`src/rtl/core/timer_event_deadline_queue_unit_defines.svh`:
```
// assertion macros for the timer event deadline queue
// no dependencies; included by files that carry concurrent assertions
`ifndef TIMER_EVENT_DEADLINE_QUEUE_UNIT_DEFINES_SVH
`define TIMER_EVENT_DEADLINE_QUEUE_UNIT_DEFINES_SVH

// same-cycle implication under reset
`define TEDQ_ASSERT_IMPLY(label, clk, rst_n, ante, cons, msg) \
    label: assert property (@(posedge clk) disable iff (!rst_n) (ante) |-> (cons)) \
        else $error(msg);

// next-cycle implication under reset
`define TEDQ_ASSERT_NEXT(label, clk, rst_n, ante, cons, msg) \
    label: assert property (@(posedge clk) disable iff (!rst_n) (ante) |=> (cons)) \
        else $error(msg);

`endif

```
`src/rtl/core/tedq_pkg.sv`:
```
// package of the timer event deadline queue: sizes, codes, entry type
// no dependencies
package tedq_pkg;

    localparam int DEPTH     = 16;
    localparam int TIME_BITS = 48;
    localparam int TAG_W     = 8;
    localparam int TYPE_W    = 3;
    localparam int KIND_W    = 2;
    localparam int CFG_IDX_W = 2;
    localparam int CFG_DAT_W = 20;
    localparam int MTL_W     = 5;
    localparam int LA_W      = 20;
    localparam int TPU_W     = 20;
    localparam int CMP_W     = 64;
    localparam int PTR_W     = $clog2(DEPTH);
    localparam int OCC_W     = $clog2(DEPTH + 1);
    localparam int LIM_W     = ((TIME_BITS > LA_W) ? TIME_BITS : LA_W) + 1;

    localparam logic [KIND_W-1:0] KIND_INSERT = 2'd0;
    localparam logic [KIND_W-1:0] KIND_REMOVE = 2'd1;
    localparam logic [KIND_W-1:0] KIND_EXPIRE = 2'd2;
    localparam logic [KIND_W-1:0] KIND_NONE   = 2'd3;

    localparam logic [KIND_W-1:0] RES_INSERT = 2'd0;
    localparam logic [KIND_W-1:0] RES_REMOVE = 2'd1;
    localparam logic [KIND_W-1:0] RES_EVENT  = 2'd2;
    localparam logic [KIND_W-1:0] RES_DONE   = 2'd3;

    localparam logic [CFG_IDX_W-1:0] CFG_MIN_TICK  = 2'd0;
    localparam logic [CFG_IDX_W-1:0] CFG_LOOKAHEAD = 2'd1;
    localparam logic [CFG_IDX_W-1:0] CFG_TICKS     = 2'd2;

    localparam logic [TYPE_W-1:0] TYPE_PARTITION = 3'd0;
    localparam logic [TYPE_W-1:0] TYPE_OTHER     = 3'd7;

    localparam logic [CMP_W-1:0] EMPTY_COMPARE = 64'hFFFF_FFFF_FFFF_FFFE;
    localparam logic [63:0] TIME_MASK64 = 64'((65'd1 << TIME_BITS) - 65'd1);

    typedef struct packed {
        logic [TIME_BITS-1:0] deadline;
        logic [TAG_W-1:0]     tag;
        logic [TYPE_W-1:0]    etype;
    } entry_t;

endpackage

```
`src/rtl/core/tedq_if.sv`:
```
// channel interfaces of the timer event deadline queue
// depends on tedq_pkg
interface tedq_in_if;
    logic                            valid;
    logic                            ready;
    logic [tedq_pkg::KIND_W-1:0]     kind;
    logic [tedq_pkg::TAG_W-1:0]      event_tag;
    logic [tedq_pkg::TIME_BITS-1:0]  event_time;
    logic [tedq_pkg::TYPE_W-1:0]     event_type;

    modport source (output valid, kind, event_tag, event_time, event_type, input ready);
    modport sink (input valid, kind, event_tag, event_time, event_type, output ready);
endinterface

interface tedq_out_if;
    logic                          valid;
    logic                          ready;
    logic [tedq_pkg::KIND_W-1:0]   result_kind;
    logic [tedq_pkg::TAG_W-1:0]    out_tag;
    logic [tedq_pkg::TYPE_W-1:0]   out_type;
    logic [tedq_pkg::CMP_W-1:0]    compare_value;
    logic                          list_full;
    logic                          tag_missing;
    logic                          partition_due;
    logic                          process_woken;
    logic                          last;

    modport source (output valid, result_kind, out_tag, out_type, compare_value, list_full,
                    tag_missing, partition_due, process_woken, last, input ready);
    modport sink (input valid, result_kind, out_tag, out_type, compare_value, list_full,
                  tag_missing, partition_due, process_woken, last, output ready);
endinterface

interface tedq_cfg_if;
    logic                             valid;
    logic                             ready;
    logic [tedq_pkg::CFG_IDX_W-1:0]   index;
    logic [tedq_pkg::CFG_DAT_W-1:0]   data;

    modport source (output valid, index, data, input ready);
    modport sink (input valid, index, data, output ready);
endinterface

```
`src/rtl/core/tedq_mult.sv`:
```
// comparator value unit: deadline times ticks_per_unit, saturated to 64 bits
// one shared multiplier over two half products; depends on tedq_pkg
module tedq_mult (
    input  logic                           clk,
    input  logic                           rst_n,
    input  logic                           start,
    input  logic [tedq_pkg::TIME_BITS-1:0] deadline,
    input  logic [tedq_pkg::TPU_W-1:0]     tpu,
    output logic                           done,
    output logic [tedq_pkg::CMP_W-1:0]     value
);
    localparam int HALF  = tedq_pkg::TIME_BITS / 2;
    localparam int HIGHW = tedq_pkg::TIME_BITS - HALF;
    localparam int PW    = HIGHW + tedq_pkg::TPU_W;
    localparam int FULLW = tedq_pkg::TIME_BITS + tedq_pkg::TPU_W;

    logic [2:0]                       busy_reg;
    logic                             done_reg;
    logic [tedq_pkg::TIME_BITS-1:0]   dl_reg;
    logic [tedq_pkg::TPU_W-1:0]       tpu_reg;
    logic [PW-1:0]                    lo_reg;
    logic [PW-1:0]                    hi_reg;
    logic [tedq_pkg::CMP_W-1:0]       value_reg;
    logic [HIGHW-1:0]                 mul_a;
    logic [PW-1:0]                    prod;
    logic [FULLW-1:0]                 sum;
    logic [FULLW+63:0]                sum_ext;

    // high half on the second step, low half on the first
    assign mul_a = busy_reg[1] ? dl_reg[tedq_pkg::TIME_BITS-1:HALF]
                               : HIGHW'(dl_reg[HALF-1:0]);
    assign prod    = PW'(mul_a) * PW'(tpu_reg);
    assign sum     = FULLW'(lo_reg) + (FULLW'(hi_reg) << HALF);
    assign sum_ext = (FULLW + 64)'(sum);

    always_ff @(posedge clk or negedge rst_n)
    begin
        if (!rst_n)
        begin
            busy_reg <= '0;
            done_reg <= 1'b0;
        end
        else
        begin
            busy_reg <= {busy_reg[1:0], start};
            done_reg <= busy_reg[2];
        end
    end

    always_ff @(posedge clk)
    begin
        if (start)
        begin
            dl_reg  <= deadline;
            tpu_reg <= tpu;
        end
        if (busy_reg[0])
            lo_reg <= prod;
        if (busy_reg[1])
            hi_reg <= prod;
        if (busy_reg[2])
            value_reg <= (|sum_ext[FULLW+63:64]) ? '1 : sum_ext[63:0];
    end

    assign done  = done_reg;
    assign value = value_reg;
endmodule

```
`src/rtl/core/timer_event_deadline_queue_unit.sv`:
```
// top level of the timer event deadline queue: sorted event store and sequencer
// depends on tedq_pkg, tedq_if, tedq_mult and the defines header
//
//  channel | dir | handshake     | moves
//  --------+-----+---------------+-------------------------------------------
//  cmd     | in  | valid / ready | insert, remove or expire item
//  rsp     | out | valid / ready | one result per transfer, last on final one
//  cfg     | in  | valid / ready | register index and write data, always ready
//
// one item at a time; each entry visit is a store read followed by a check or a write
// insert and remove: scan the list, then shift the entries behind the position
// expire: scan and pop the due entries, compare, then one event result per popped entry
// the comparator steps are head read, start, two half products, sum, done
// reset empties the list at once; a stalled rsp holds the sequencer in place
`include "timer_event_deadline_queue_unit_defines.svh"

module timer_event_deadline_queue_unit (
    input  logic       clk,
    input  logic       rst_n,
    tedq_in_if.sink    cmd,
    tedq_out_if.source rsp,
    tedq_cfg_if.sink   cfg
);

    // sequencer states
    typedef enum logic [11:0] {
        S_IDLE     = 12'b0000_0000_0001,
        S_PREP     = 12'b0000_0000_0010,
        S_SCAN_RD  = 12'b0000_0000_0100,
        S_SCAN_CHK = 12'b0000_0000_1000,
        S_SHIFT_RD = 12'b0000_0001_0000,
        S_SHIFT_WR = 12'b0000_0010_0000,
        S_CMP_RD   = 12'b0000_0100_0000,
        S_MUL_GO   = 12'b0000_1000_0000,
        S_MUL_WAIT = 12'b0001_0000_0000,
        S_EMIT_RD  = 12'b0010_0000_0000,
        S_EMIT_WR  = 12'b0100_0000_0000,
        S_FINAL    = 12'b1000_0000_0000
    } state_t;

    localparam int OW = tedq_pkg::OCC_W;
    localparam int PW = tedq_pkg::PTR_W;
    localparam int TB = tedq_pkg::TIME_BITS;

    // circular index: logical slot off behind base, wrapped at the depth
    function automatic logic [PW-1:0] phys(input logic [PW-1:0] base,
                                           input logic [OW-1:0] off);
        logic [OW:0] s;
        s = (OW + 1)'(base) + (OW + 1)'(off);
        if (s >= (OW + 1)'(tedq_pkg::DEPTH))
            s = s - (OW + 1)'(tedq_pkg::DEPTH);
        return s[PW-1:0];
    endfunction

    state_t state_reg, state_next;

    // item latched at the transfer
    logic [tedq_pkg::KIND_W-1:0] kind_reg;
    logic [tedq_pkg::TAG_W-1:0]  tag_reg;
    logic [TB-1:0]               time_reg;
    logic [tedq_pkg::TYPE_W-1:0] type_reg;

    // configuration
    logic [tedq_pkg::MTL_W-1:0] mtl_reg;
    logic [tedq_pkg::LA_W-1:0]  la_reg;
    logic [tedq_pkg::TPU_W-1:0] tpu_reg;

    // list bookkeeping
    logic [PW-1:0] head_reg, head_next;
    logic [PW-1:0] old_head_reg, old_head_next;
    logic [OW-1:0] occ_reg, occ_next;
    logic [OW-1:0] idx_reg, idx_next;
    logic [OW-1:0] pos_reg, pos_next;
    logic [OW-1:0] pop_reg, pop_next;
    logic          found_reg, found_next;
    logic          full_reg, full_next;
    logic          part_reg, part_next;
    logic          proc_reg, proc_next;
    logic [tedq_pkg::TYPE_W-1:0] rtype_reg, rtype_next;
    logic [TB-1:0]               dl_reg, dl_next;
    logic [tedq_pkg::LIM_W-1:0]  limit_reg, limit_next;
    logic [tedq_pkg::CMP_W-1:0]  cmp_reg, cmp_next;

    // event store, one read and one write port, registered read data
    tedq_pkg::entry_t mem_q [tedq_pkg::DEPTH];
    tedq_pkg::entry_t rd_data_reg;
    logic             mem_re, mem_we;
    logic [PW-1:0]    mem_raddr, mem_waddr;
    tedq_pkg::entry_t mem_wdata;

    // output register
    logic                          out_vld_reg;
    logic                          out_load;
    logic                          slot_free;
    logic [tedq_pkg::KIND_W-1:0]   o_kind_reg, o_kind_next;
    logic [tedq_pkg::TAG_W-1:0]    o_tag_reg, o_tag_next;
    logic [tedq_pkg::TYPE_W-1:0]   o_type_reg, o_type_next;
    logic [tedq_pkg::CMP_W-1:0]    o_cmp_reg;
    logic                          o_full_reg, o_full_next;
    logic                          o_miss_reg, o_miss_next;
    logic                          o_part_reg, o_part_next;
    logic                          o_proc_reg, o_proc_next;
    logic                          o_last_reg, o_last_next;

    // comparator unit
    logic                         mul_start;
    logic                         mul_done;
    logic [tedq_pkg::CMP_W-1:0]   mul_value;

    // deadline rounding and expiry limit
    logic [63:0] low64, thr64, t64, up64;
    logic        cmd_take;
    logic        is_ins, is_rem, is_exp;

    assign cmd.ready = (state_reg == S_IDLE);
    assign cmd_take  = cmd.valid && cmd.ready;
    assign cfg.ready = 1'b1;
    assign slot_free = !out_vld_reg || rsp.ready;

    assign is_ins = (kind_reg == tedq_pkg::KIND_INSERT);
    assign is_rem = (kind_reg == tedq_pkg::KIND_REMOVE);
    assign is_exp = (kind_reg == tedq_pkg::KIND_EXPIRE);

    // round up to the tick, saturating at the all-ones time
    assign low64 = (64'd1 << mtl_reg) - 64'd1;
    assign thr64 = tedq_pkg::TIME_MASK64 - low64;
    assign t64   = 64'(time_reg);
    assign up64  = (t64 + low64) & ~low64;

    tedq_mult u_mult (
        .clk      (clk),
        .rst_n    (rst_n),
        .start    (mul_start),
        .deadline (rd_data_reg.deadline),
        .tpu      (tpu_reg),
        .done     (mul_done),
        .value    (mul_value)
    );

    // sequencer
    always_comb
    begin
        state_next    = state_reg;
        head_next     = head_reg;
        old_head_next = old_head_reg;
        occ_next      = occ_reg;
        idx_next      = idx_reg;
        pos_next      = pos_reg;
        pop_next      = pop_reg;
        found_next    = found_reg;
        full_next     = full_reg;
        part_next     = part_reg;
        proc_next     = proc_reg;
        rtype_next    = rtype_reg;
        dl_next       = dl_reg;
        limit_next    = limit_reg;
        cmp_next      = cmp_reg;
        mem_re        = 1'b0;
        mem_raddr     = head_reg;
        mem_we        = 1'b0;
        mem_waddr     = head_reg;
        mem_wdata     = rd_data_reg;
        mul_start     = 1'b0;
        out_load      = 1'b0;
        o_kind_next   = tedq_pkg::RES_DONE;
        o_tag_next    = '0;
        o_type_next   = '0;
        o_full_next   = 1'b0;
        o_miss_next   = 1'b0;
        o_part_next   = 1'b0;
        o_proc_next   = 1'b0;
        o_last_next   = 1'b1;

        unique case (state_reg)
            S_IDLE:
            begin
                // unknown kind is taken and dropped
                if (cmd_take && cmd.kind != tedq_pkg::KIND_NONE)
                    state_next = S_PREP;
            end
            S_PREP:
            begin
                dl_next    = (t64 > thr64) ? tedq_pkg::TIME_MASK64[TB-1:0] : up64[TB-1:0];
                limit_next = tedq_pkg::LIM_W'(time_reg) + tedq_pkg::LIM_W'(la_reg);
                idx_next   = '0;
                found_next = 1'b0;
                rtype_next = '0;
                part_next  = 1'b0;
                proc_next  = 1'b0;
                full_next  = is_ins && (occ_reg == OW'(tedq_pkg::DEPTH));
                if (is_ins && (occ_reg == OW'(tedq_pkg::DEPTH)))
                    state_next = S_CMP_RD;
                else
                    state_next = S_SCAN_RD;
            end
            S_SCAN_RD:
            begin
                if (idx_reg == occ_reg)
                begin
                    // reached the tail without a stop
                    if (is_ins)
                    begin
                        pos_next   = occ_reg;
                        idx_next   = occ_reg;
                        state_next = S_SHIFT_RD;
                    end
                    else if (is_exp)
                    begin
                        pop_next      = idx_reg;
                        old_head_next = head_reg;
                        head_next     = phys(head_reg, idx_reg);
                        occ_next      = occ_reg - idx_reg;
                        state_next    = S_CMP_RD;
                    end
                    else
                        state_next = S_CMP_RD;
                end
                else
                begin
                    mem_re     = 1'b1;
                    mem_raddr  = phys(head_reg, idx_reg);
                    state_next = S_SCAN_CHK;
                end
            end
            S_SCAN_CHK:
            begin
                state_next = S_SCAN_RD;
                idx_next   = idx_reg + OW'(1);
                if (is_ins)
                begin
                    // insert goes behind equal deadlines
                    if (rd_data_reg.deadline > dl_reg)
                    begin
                        pos_next   = idx_reg;
                        idx_next   = occ_reg;
                        state_next = S_SHIFT_RD;
                    end
                end
                else if (is_rem)
                begin
                    if (rd_data_reg.tag == tag_reg)
                    begin
                        pos_next   = idx_reg;
                        idx_next   = idx_reg;
                        found_next = 1'b1;
                        rtype_next = rd_data_reg.etype;
                        state_next = S_SHIFT_RD;
                    end
                end
                else
                begin
                    if (tedq_pkg::LIM_W'(rd_data_reg.deadline) <= limit_reg)
                    begin
                        if (rd_data_reg.etype == tedq_pkg::TYPE_PARTITION)
                            part_next = 1'b1;
                        else if (rd_data_reg.etype != tedq_pkg::TYPE_OTHER)
                            proc_next = 1'b1;
                    end
                    else
                    begin
                        // popped entries stay in place behind the new head
                        pop_next      = idx_reg;
                        old_head_next = head_reg;
                        head_next     = phys(head_reg, idx_reg);
                        occ_next      = occ_reg - idx_reg;
                        idx_next      = idx_reg;
                        state_next    = S_CMP_RD;
                    end
                end
            end
            S_SHIFT_RD:
            begin
                if (is_ins)
                begin
                    if (idx_reg == pos_reg)
                    begin
                        mem_we     = 1'b1;
                        mem_waddr  = phys(head_reg, pos_reg);
                        mem_wdata  = '{deadline: dl_reg, tag: tag_reg, etype: type_reg};
                        occ_next   = occ_reg + OW'(1);
                        state_next = S_CMP_RD;
                    end
                    else
                    begin
                        mem_re     = 1'b1;
                        mem_raddr  = phys(head_reg, idx_reg - OW'(1));
                        state_next = S_SHIFT_WR;
                    end
                end
                else
                begin
                    if (OW'(idx_reg + OW'(1)) >= occ_reg)
                    begin
                        occ_next   = occ_reg - OW'(1);
                        state_next = S_CMP_RD;
                    end
                    else
                    begin
                        mem_re     = 1'b1;
                        mem_raddr  = phys(head_reg, idx_reg + OW'(1));
                        state_next = S_SHIFT_WR;
                    end
                end
            end
            S_SHIFT_WR:
            begin
                mem_we     = 1'b1;
                mem_waddr  = phys(head_reg, idx_reg);
                mem_wdata  = rd_data_reg;
                idx_next   = is_ins ? (idx_reg - OW'(1)) : (idx_reg + OW'(1));
                state_next = S_SHIFT_RD;
            end
            S_CMP_RD:
            begin
                if (occ_reg == '0)
                begin
                    cmp_next   = tedq_pkg::EMPTY_COMPARE;
                    idx_next   = '0;
                    state_next = is_exp ? S_EMIT_RD : S_FINAL;
                end
                else
                begin
                    mem_re     = 1'b1;
                    mem_raddr  = head_reg;
                    state_next = S_MUL_GO;
                end
            end
            S_MUL_GO:
            begin
                mul_start  = 1'b1;
                state_next = S_MUL_WAIT;
            end
            S_MUL_WAIT:
            begin
                if (mul_done)
                begin
                    cmp_next   = mul_value;
                    idx_next   = '0;
                    state_next = is_exp ? S_EMIT_RD : S_FINAL;
                end
            end
            S_EMIT_RD:
            begin
                if (idx_reg == pop_reg)
                    state_next = S_FINAL;
                else
                begin
                    mem_re     = 1'b1;
                    mem_raddr  = phys(old_head_reg, idx_reg);
                    state_next = S_EMIT_WR;
                end
            end
            S_EMIT_WR:
            begin
                if (slot_free)
                begin
                    out_load    = 1'b1;
                    o_kind_next = tedq_pkg::RES_EVENT;
                    o_tag_next  = rd_data_reg.tag;
                    o_type_next = rd_data_reg.etype;
                    o_last_next = 1'b0;
                    idx_next    = idx_reg + OW'(1);
                    state_next  = S_EMIT_RD;
                end
            end
            S_FINAL:
            begin
                if (slot_free)
                begin
                    out_load   = 1'b1;
                    state_next = S_IDLE;
                    if (is_ins)
                    begin
                        o_kind_next = tedq_pkg::RES_INSERT;
                        o_tag_next  = tag_reg;
                        o_type_next = type_reg;
                        o_full_next = full_reg;
                    end
                    else if (is_rem)
                    begin
                        o_kind_next = tedq_pkg::RES_REMOVE;
                        o_tag_next  = tag_reg;
                        o_type_next = found_reg ? rtype_reg : '0;
                        o_miss_next = !found_reg;
                    end
                    else
                    begin
                        o_part_next = part_reg;
                        o_proc_next = proc_reg;
                    end
                end
            end
            default:
            begin
                state_next = S_IDLE;
            end
        endcase
    end

    // control state
    always_ff @(posedge clk or negedge rst_n)
    begin
        if (!rst_n)
        begin
            state_reg   <= S_IDLE;
            head_reg    <= '0;
            occ_reg     <= '0;
            out_vld_reg <= 1'b0;
            mtl_reg     <= '0;
            la_reg      <= '0;
            tpu_reg     <= tedq_pkg::TPU_W'(1);
        end
        else
        begin
            state_reg <= state_next;
            head_reg  <= head_next;
            occ_reg   <= occ_next;
            if (out_load)
                out_vld_reg <= 1'b1;
            else if (rsp.ready)
                out_vld_reg <= 1'b0;
            if (cfg.valid && cfg.ready)
            begin
                case (cfg.index)
                    tedq_pkg::CFG_MIN_TICK:  mtl_reg <= cfg.data[tedq_pkg::MTL_W-1:0];
                    tedq_pkg::CFG_LOOKAHEAD: la_reg  <= cfg.data[tedq_pkg::LA_W-1:0];
                    tedq_pkg::CFG_TICKS:     tpu_reg <= cfg.data[tedq_pkg::TPU_W-1:0];
                    default:                 ;
                endcase
            end
        end
    end

    // working registers and payload
    always_ff @(posedge clk)
    begin
        if (cmd_take)
        begin
            kind_reg <= cmd.kind;
            tag_reg  <= cmd.event_tag;
            time_reg <= cmd.event_time;
            type_reg <= cmd.event_type;
        end
        old_head_reg <= old_head_next;
        idx_reg      <= idx_next;
        pos_reg      <= pos_next;
        pop_reg      <= pop_next;
        found_reg    <= found_next;
        full_reg     <= full_next;
        part_reg     <= part_next;
        proc_reg     <= proc_next;
        rtype_reg    <= rtype_next;
        dl_reg       <= dl_next;
        limit_reg    <= limit_next;
        cmp_reg      <= cmp_next;
        if (out_load)
        begin
            o_kind_reg <= o_kind_next;
            o_tag_reg  <= o_tag_next;
            o_type_reg <= o_type_next;
            o_cmp_reg  <= cmp_reg;
            o_full_reg <= o_full_next;
            o_miss_reg <= o_miss_next;
            o_part_reg <= o_part_next;
            o_proc_reg <= o_proc_next;
            o_last_reg <= o_last_next;
        end
    end

    // event store
    always_ff @(posedge clk)
    begin
        if (mem_we)
            mem_q[mem_waddr] <= mem_wdata;
        if (mem_re)
            rd_data_reg <= mem_q[mem_raddr];
    end

    assign rsp.valid         = out_vld_reg;
    assign rsp.result_kind   = o_kind_reg;
    assign rsp.out_tag       = o_tag_reg;
    assign rsp.out_type      = o_type_reg;
    assign rsp.compare_value = o_cmp_reg;
    assign rsp.list_full     = o_full_reg;
    assign rsp.tag_missing   = o_miss_reg;
    assign rsp.partition_due = o_part_reg;
    assign rsp.process_woken = o_proc_reg;
    assign rsp.last          = o_last_reg;

    // a waiting result is never overwritten
    `TEDQ_ASSERT_IMPLY(a_no_overwrite, clk, rst_n, (out_vld_reg && !rsp.ready), !out_load, "result overwritten while stalled")
    // expire never rewrites the store
    `TEDQ_ASSERT_IMPLY(a_expire_no_write, clk, rst_n, mem_we, (!is_exp && (state_reg == S_SHIFT_RD || state_reg == S_SHIFT_WR)), "store written outside a shift")
    // event results never run past the popped count
    `TEDQ_ASSERT_IMPLY(a_emit_bound, clk, rst_n, (state_reg == S_EMIT_WR), (idx_reg < pop_reg), "emitting beyond popped events")

endmodule

```
`src/flat_wrapper.sv`:
```
// flat-port wrapper written by rule: the top's interface ports become plain ports
module timer_event_deadline_queue_unit_flat 
  (clk, rst_n, cmd_valid, cmd_kind, cmd_event_tag, cmd_event_time, cmd_event_type, cmd_ready, rsp_valid, rsp_result_kind, rsp_out_tag, rsp_out_type, rsp_compare_value, rsp_list_full, rsp_tag_missing, rsp_partition_due, rsp_process_woken, rsp_last, rsp_ready, cfg_valid, cfg_index, cfg_data, cfg_ready);
  tedq_in_if cmd_i ();
  tedq_out_if rsp_i ();
  tedq_cfg_if cfg_i ();
  input  logic clk;
  input  logic rst_n;
  input wire logic [$bits(cmd_i.valid)-1:0] cmd_valid;
  input wire logic [$bits(cmd_i.kind)-1:0] cmd_kind;
  input wire logic [$bits(cmd_i.event_tag)-1:0] cmd_event_tag;
  input wire logic [$bits(cmd_i.event_time)-1:0] cmd_event_time;
  input wire logic [$bits(cmd_i.event_type)-1:0] cmd_event_type;
  output wire logic [$bits(cmd_i.ready)-1:0] cmd_ready;
  output wire logic [$bits(rsp_i.valid)-1:0] rsp_valid;
  output wire logic [$bits(rsp_i.result_kind)-1:0] rsp_result_kind;
  output wire logic [$bits(rsp_i.out_tag)-1:0] rsp_out_tag;
  output wire logic [$bits(rsp_i.out_type)-1:0] rsp_out_type;
  output wire logic [$bits(rsp_i.compare_value)-1:0] rsp_compare_value;
  output wire logic [$bits(rsp_i.list_full)-1:0] rsp_list_full;
  output wire logic [$bits(rsp_i.tag_missing)-1:0] rsp_tag_missing;
  output wire logic [$bits(rsp_i.partition_due)-1:0] rsp_partition_due;
  output wire logic [$bits(rsp_i.process_woken)-1:0] rsp_process_woken;
  output wire logic [$bits(rsp_i.last)-1:0] rsp_last;
  input wire logic [$bits(rsp_i.ready)-1:0] rsp_ready;
  input wire logic [$bits(cfg_i.valid)-1:0] cfg_valid;
  input wire logic [$bits(cfg_i.index)-1:0] cfg_index;
  input wire logic [$bits(cfg_i.data)-1:0] cfg_data;
  output wire logic [$bits(cfg_i.ready)-1:0] cfg_ready;
  assign cmd_i.valid = cmd_valid;
  assign cmd_i.kind = cmd_kind;
  assign cmd_i.event_tag = cmd_event_tag;
  assign cmd_i.event_time = cmd_event_time;
  assign cmd_i.event_type = cmd_event_type;
  assign cmd_ready = cmd_i.ready;
  assign rsp_valid = rsp_i.valid;
  assign rsp_result_kind = rsp_i.result_kind;
  assign rsp_out_tag = rsp_i.out_tag;
  assign rsp_out_type = rsp_i.out_type;
  assign rsp_compare_value = rsp_i.compare_value;
  assign rsp_list_full = rsp_i.list_full;
  assign rsp_tag_missing = rsp_i.tag_missing;
  assign rsp_partition_due = rsp_i.partition_due;
  assign rsp_process_woken = rsp_i.process_woken;
  assign rsp_last = rsp_i.last;
  assign rsp_i.ready = rsp_ready;
  assign cfg_i.valid = cfg_valid;
  assign cfg_i.index = cfg_index;
  assign cfg_i.data = cfg_data;
  assign cfg_ready = cfg_i.ready;
  timer_event_deadline_queue_unit u_core (.clk(clk), .rst_n(rst_n), .cmd(cmd_i), .rsp(rsp_i), .cfg(cfg_i));
endmodule
```
`config.mk`:
```
export PLATFORM = sky130hd
export DESIGN_NAME = timer_event_deadline_queue_unit_flat
export DESIGN_NICKNAME = d
export VERILOG_FILES = /design/src/rtl/core/tedq_pkg.sv /design/src/rtl/core/tedq_if.sv /design/src/rtl/core/tedq_mult.sv /design/src/rtl/core/timer_event_deadline_queue_unit.sv /design/src/flat_wrapper.sv
export VERILOG_INCLUDE_DIRS = /design/src /design/src/rtl/core
export SDC_FILE = /design/constraint.sdc
export NUM_CORES = 2
export LEC_CHECK = 0
export ABC_AREA = 1
export BUFFER_PORTS_ARGS = -buffer_cell sky130_fd_sc_hd__buf_4
export CORE_UTILIZATION = 35
export DETAILED_ROUTE_END_ITERATION = 16
export HOLD_SLACK_MARGIN = 0.06
export PLACE_DENSITY = 0.55
export SYNTH_ARGS = -nofsm -noshare
export SYNTH_HDL_FRONTEND = slang
export SYNTH_SLANG_ARGS = --single-unit
export TNS_END_PERCENT = 10
```
`constraint.sdc`:
```
create_clock -name clk -period 11.9 [get_ports clk]
set_clock_uncertainty 0.05 [all_clocks]
set_input_delay 2.38 -clock clk [delete_from_list [all_inputs] [get_ports clk]]
set_output_delay 2.38 -clock clk [all_outputs]
set_load 0.005 [all_outputs]
```
Word level (Yosys, flattened, before mapping)
Memory sizes are Yosys's and may differ from the RTL's. A register that Yosys moved wholly into a read port is not among the register bits. Index checks and enable logic that the tools add are counted.

$add $sub $neg: 20. $mul: 1. Magnitude comparators: 9. Eq/ne operators: 48. Shift-type cells: 1. Mux-type cells: 141. Bitwise gates (word level): 5. Reduce and logical (&&, ||, !) cells: 33.

Operators by type and width (number): $mux W59 (3); $mux W5 (32); $pmux W12 S12 (1); $mux W64 (2); $pmux W64 S2 (1); $mux W12 (10); $mux W4 (24); $add A44 B68 Y68 (1); $gt A48 B64 Y1 (1); $shl A1 B5 Y64 const A (1); $sub A48 B64 Y64 const A (1); $sub A64 B1 Y64 const B (1); $add A48 B20 Y49 (1); $le A48 B49 Y1 (1); $add A48 B48 Y48 (1); $and A48 B48 Y48 (1); $gt A48 B48 Y1 (1); $not A48 Y48 (1); $mul A24 B20 Y44 (1); $mux W7 (6); $pmux W5 S7 (1); $mux W8 (4); $add A4 B5 Y6 (5); $ge A6 B5 Y1 const B (5); 61 further kinds (152).

Bits in registers: 621. Memory bits (writable): 944. Input port bits: 88. Output and inout bits: 85. Logic and storage cells: 298. Memories: 1.

Memory list: u_core.mem_q (depth 16, width 59, rd ports 1, clocked after Yosys merged registers in 1, write ports 1, RTL line timer_event_deadline_queue_unit.sv:85) `tedq_pkg::entry_t mem_q [tedq_pkg::DEPTH];`.

Logic depth before layout (Yosys ltp)
Depth after elaboration: 7. Depth in mapped cells: 32. Mapped depth without buffers: 30.

By module
From an unflattened synthesis, not the netlist that was laid out.

Cell total of the unflattened synthesis: 9376. Area total of the unflattened synthesis: 92741.4 µm².

Modules (own cells, without submodules): timer_event_deadline_queue_unit (instances 1, cells each 6502, area each 66914.2 µm², seq. area each 41707.5 µm²); tedq_mult (instances 1, cells each 2874, area each 25827.3 µm², seq. area each 6706.4 µm²).

Worst setup path after synthesis
Ideal clock, no wire load.

Path kind: reg-to-reg. Start: reg u_core.state_reg[9]. End: reg u_core.state_reg[11]. Setup time: 0.083 ns. Arrival: 8.249 ns. Required time: 11.767 ns. Path slack: 3.519 ns. Cell stages (with the launch flop): 12. Buffers on the path: 0. Period minus slack after synthesis: 8.381 ns. Path through: dfrtp_1 nor2_2 nand2_2 nor2_4 inv_1 nor4_1 inv_1 nand4_1 nand2_1 inv_1 nand2_1 o21ai_0.

Cells in the longest elaborated chain, start to end: 5. Elaborated cells on any way between the ends: 20. Classes of those cells: eq/ne (16); mux (1); reduce/logical (3).

RTL lines: start: declaration (RTL line timer_event_deadline_queue_unit.sv:55) `state_t state_reg, state_next;`; start signal: assignment (RTL line timer_event_deadline_queue_unit.sv:415) `state_reg <= state_next;`; $eq A12 B1 Y1 (RTL line timer_event_deadline_queue_unit.sv:115, timer_event_deadline_queue_unit.sv:174); $logic_and A1 B1 Y1 (RTL line timer_event_deadline_queue_unit.sv:116) `assign cmd_take = cmd.valid && cmd.ready;`; $logic_and A1 B1 Y1 (RTL line timer_event_deadline_queue_unit.sv:178) `if (cmd_take && cmd.kind != tedq_pkg::KIND_NONE)`; $ne A2 B2 Y1 (no source line); $reduce_and A4 Y1 (no source line).

Parallel ways exist; a longest one is shown, timed or not. A chain may end at the register's enable or synchronous reset.

Final worst setup path
Start: reg u_core.u_mult.busy_reg[1]. End: reg u_core.u_mult.hi_reg[33], data pin.

Cells in the longest elaborated chain, start to end: 2.

RTL lines: start: declaration (RTL line tedq_mult.sv:17) `logic [2:0] busy_reg;`; start signal: assignment (RTL line tedq_mult.sv:45) `busy_reg <= {busy_reg[1:0], start};`; $mux W24 (RTL line tedq_mult.sv:30) `assign mul_a = busy_reg[1] ? dl_reg[tedq_pkg::TIME_BITS-1:HALF]`; $mul A24 B20 Y44 (RTL line tedq_mult.sv:32) `assign prod = PW'(mul_a) * PW'(tpu_reg);`; named net u_core.u_mult.prod[33] (RTL line tedq_mult.sv:25) `logic [PW-1:0] prod;`; end signal: assignment (RTL line tedq_mult.sv:60) `hi_reg <= prod;`; end: declaration (RTL line tedq_mult.sv:22) `logic [PW-1:0] hi_reg;`.

The timed path passes the listed nets, and every way through them passes these cells.

==> flow_metrics.env <==
export IMPL_status="completed"
export IMPL_async_flop_share=0.0437
export IMPL_worstPathRequired_ns=12.39
export IMPL_area_growth_pct=11.8
export IMPL_clkTransAtPathRegs_ns=0.06
export IMPL_cts_buffers=171
export IMPL_grt_start_max_net_pins=209
export IMPL_vias=66700
export IMPL_grt_usage=0.212
export IMPL_start_util=0.353
export IMPL_worstMarginPinSlew_ns=1.30
export IMPL_finalSetupViolCount=0
export IMPL_regMostFlops="u_core.mem_q"
export IMPL_htree_levels=4
export IMPL_die_h_um=517
export IMPL_fmax_mhz=118
export IMPL_synthFlopType="edfxtp_1"
export IMPL_first_global_vias=64500
export IMPL_start_kind="register"
export IMPL_cts_tree="done"
export IMPL_dr_pass1_iters=6
export IMPL_hold_path_class="register to register"
export IMPL_ant_nets=0
export IMPL_synthesis_area_um2=92800
export IMPL_ioPinCount=173
export IMPL_drv_slew=0
export IMPL_seq_area_frac_synth=0.521
export IMPL_final_cell_mix="1682 x inv_1, 1613 x nand2_1, 1553 x edfxtp_1"
export IMPL_path_class="register to register"
export IMPL_arrival_ns=8.95
export IMPL_synth_warnings=0
export IMPL_core_area_um2=263000
export IMPL_fp_dieW_um=517
export IMPL_drive_above_1_share=0.0779
export IMPL_remaining_drc_errors=0
export IMPL_ctsResizeCount=0
export IMPL_hold_buffers=0
export IMPL_drt_iter0_markers=5989
export IMPL_powerDensity_nw_per_um2=175
export IMPL_fin_tns_setup_ns=0
export IMPL_grt_pass1_wl_mm=422
export IMPL_rsz0062_at_grt="false"
export IMPL_avgSynthCellArea_um2=9.91
export IMPL_clock_sinks=1624
export IMPL_max_cap_violations=0
export IMPL_die_area_um2=267000
export IMPL_slew_headroom=0.135
export IMPL_overflow=0
export IMPL_min_period_over_period=0.711
export IMPL_synthDistinctLibCells=62
export IMPL_crit_fanout=69
export IMPL_worstSkewPairLatency_ns=0.86
export IMPL_fin_nets=10400
export IMPL_synth_seq_cells=1624
export IMPL_cts_root_buffer="clkbuf_16"
export IMPL_antenna_found_initial=8
export IMPL_rows=188
export IMPL_place_congestion=0.938
export IMPL_synth_edf_count=1553
export IMPL_largest_reg_flops=944
export IMPL_endpoint_kind="register"
export IMPL_drt_wl_total_mm=286
export IMPL_via_per_inst=5.07
export IMPL_stdcell_area_um2=104000
export IMPL_clockBufferDepth=3
export IMPL_hold_viol_final=0
export IMPL_irDropWorstVdd_v=0.000199
export IMPL_synthCells=9370
export IMPL_cts_setup_buffers=0
export IMPL_io_buffers=171
export IMPL_dp_hpwl_mm=194
export IMPL_layout_commonest_cell="inv_1"
export IMPL_period_minus_slack_ns=8.46
export IMPL_placed_area_um2=98200
export IMPL_cellLeakagePower_nw=44.5
export IMPL_wl_per_cell_um=21.8
[critical path, cell delays in order, from the launching register on]
cell and delay (ns):
dfrtp_2 0.40, buf_4 0.31, or2_2 0.40, nand2_1 0.57
clkinv_1 0.57, nand2_1 0.21, fa_1 0.44, inv_1 0.13
fa_1 0.45, fa_1 0.52, fa_1 0.52, fa_1 0.51
fa_1 0.55, inv_1 0.06, fa_1 0.53, inv_1 0.04
ha_1 0.39, nand2_1 0.13, nor2_1 0.22, inv_1 0.09
nor3_1 0.26, a21oi_1 0.19, o21bai_1 0.30, a21oi_1 0.13
xnor2_1 0.16
[report_power, final]
part	leakage, nW	switching [mW]	internal (mW)
clock network	2.68	2.35	2.95
registers	15.1	0.252	6.71
logic	26.7	4.18	1.77
[area by class of cell]
type | count | area (µm²)
Clock inverter | 94 | 1030
Antenna cell | 3 | 7.51
Multi-Input combinational cell | 5659 | 36500
Inverter | 1718 | 6460
Sequential cell | 1624 | 48400
Tap cell | 3515 | 4400
Timing Repair Buffer | 317 | 2400
Clock buffer | 219 | 4510
Fill cell | 25800 | 159000
[layer usage]
layer  up-vias  routed length, µm  GRT usage
met5         -                  0          0
met4         0               8640     0.0647
met3       414              18800     0.0307
met2      2324             131000      0.336
met1     32900             128000      0.298
li1      31000                  -          -
[cells by family (layout without fill, tap and decap cells)]
kind of cell	count (synthesis)	after routing	share of synthesized area
and+or+nand+nor	3993	3993	0.194
buffers and inverters	2094	2348	0.0881
DFF	1624	1624	0.521
adders and majority gates	772	772	0.137
AOI/OAI and AO/OA	683	683	0.0409
xor gates and xnor gates	202	202	0.0192
other	2	12	0.0000809
[cells in the mapped netlist (4+ instances only)]
master / instances / area share
and3_1: 4 / 0.00027
o21ai_0: 297 / 0.016
nand3b_1: 164 / 0.013
ha_1: 370 / 0.050
clkinv_1: 15 / 0.00061
nor2_2: 13 / 0.00088
xor2_1: 113 / 0.011
nor3_1: 57 / 0.0031
a21boi_0: 7 / 0.00057
a31oi_1: 34 / 0.0023
dfrtp_1: 69 / 0.019
o22ai_1: 8 / 0.00054
xnor2_1: 87 / 0.0082
nand2_1: 1614 / 0.065
or2_2: 110 / 0.0074
buf_2: 157 / 0.0085
nor2_1: 600 / 0.024
buf_4: 25 / 0.0020
a21o_1: 25 / 0.0020
fa_1: 402 / 0.087
o2111ai_1: 4 / 0.00038
clkbuf_1: 174 / 0.0070
edfxtp_1: 1553 / 0.50
buf_6: 4 / 0.00049
o21ai_1: 9 / 0.00049
a221oi_1: 6 / 0.00057
buf_1: 16 / 0.00065
nand3_1: 1308 / 0.071
a21oi_1: 221 / 0.012
inv_1: 1683 / 0.068
o21a_1: 22 / 0.0018
nand4_1: 81 / 0.0055
o31ai_1: 6 / 0.00049
o211ai_1: 8 / 0.00065
o21bai_1: 18 / 0.0015
nand2_2: 6 / 0.00040
inv_2: 19 / 0.00077
nor4_1: 24 / 0.0016
[through the flow]
stage	hold WS [ns]	setup slack (ns)	instances	utilization	total power [mW]
3_5_place_dp	0.355	3.47	12800	0.373	13.0
5_1_grt	0.364	2.99	13100	0.395	19.2
6_report	0.344	3.44	13100	0.395	18.2
4_1_cts	0.331	3.41	13100	0.395	18.3
2_1_floorplan	0.350	3.52	9377	-	11.0
3_3_place_gp	0.352	3.51	12800	0.373	13.0
[path summary, 6_finish.rpt]
path,start,end,slack [ns],cells past startpoint
max reg2reg,u_core.u_mult.busy_reg[1]$_DFF_PN0_,u_core.u_mult.hi_reg[33]$_DFFE_PP_,3.44,24
max,u_core.u_mult.busy_reg[1]$_DFF_PN0_,u_core.u_mult.hi_reg[33]$_DFFE_PP_,3.44,24
max in group asynchronous,rst_n,u_core.u_mult.busy_reg[1]$_DFF_PN0_,9.23,2
min reg2reg,u_core.cmp_reg[36]$_SDFFCE_PN1P_,u_core.rsp.compare_value[36]$_DFFE_PP_,0.34,0
min,u_core.cmp_reg[36]$_SDFFCE_PN1P_,u_core.rsp.compare_value[36]$_DFFE_PP_,0.34,0
min in group asynchronous,rst_n,u_core.u_mult.busy_reg[2]$_DFF_PN0_,1.53,1
Note: power is estimated with default switching activity, not from simulation.
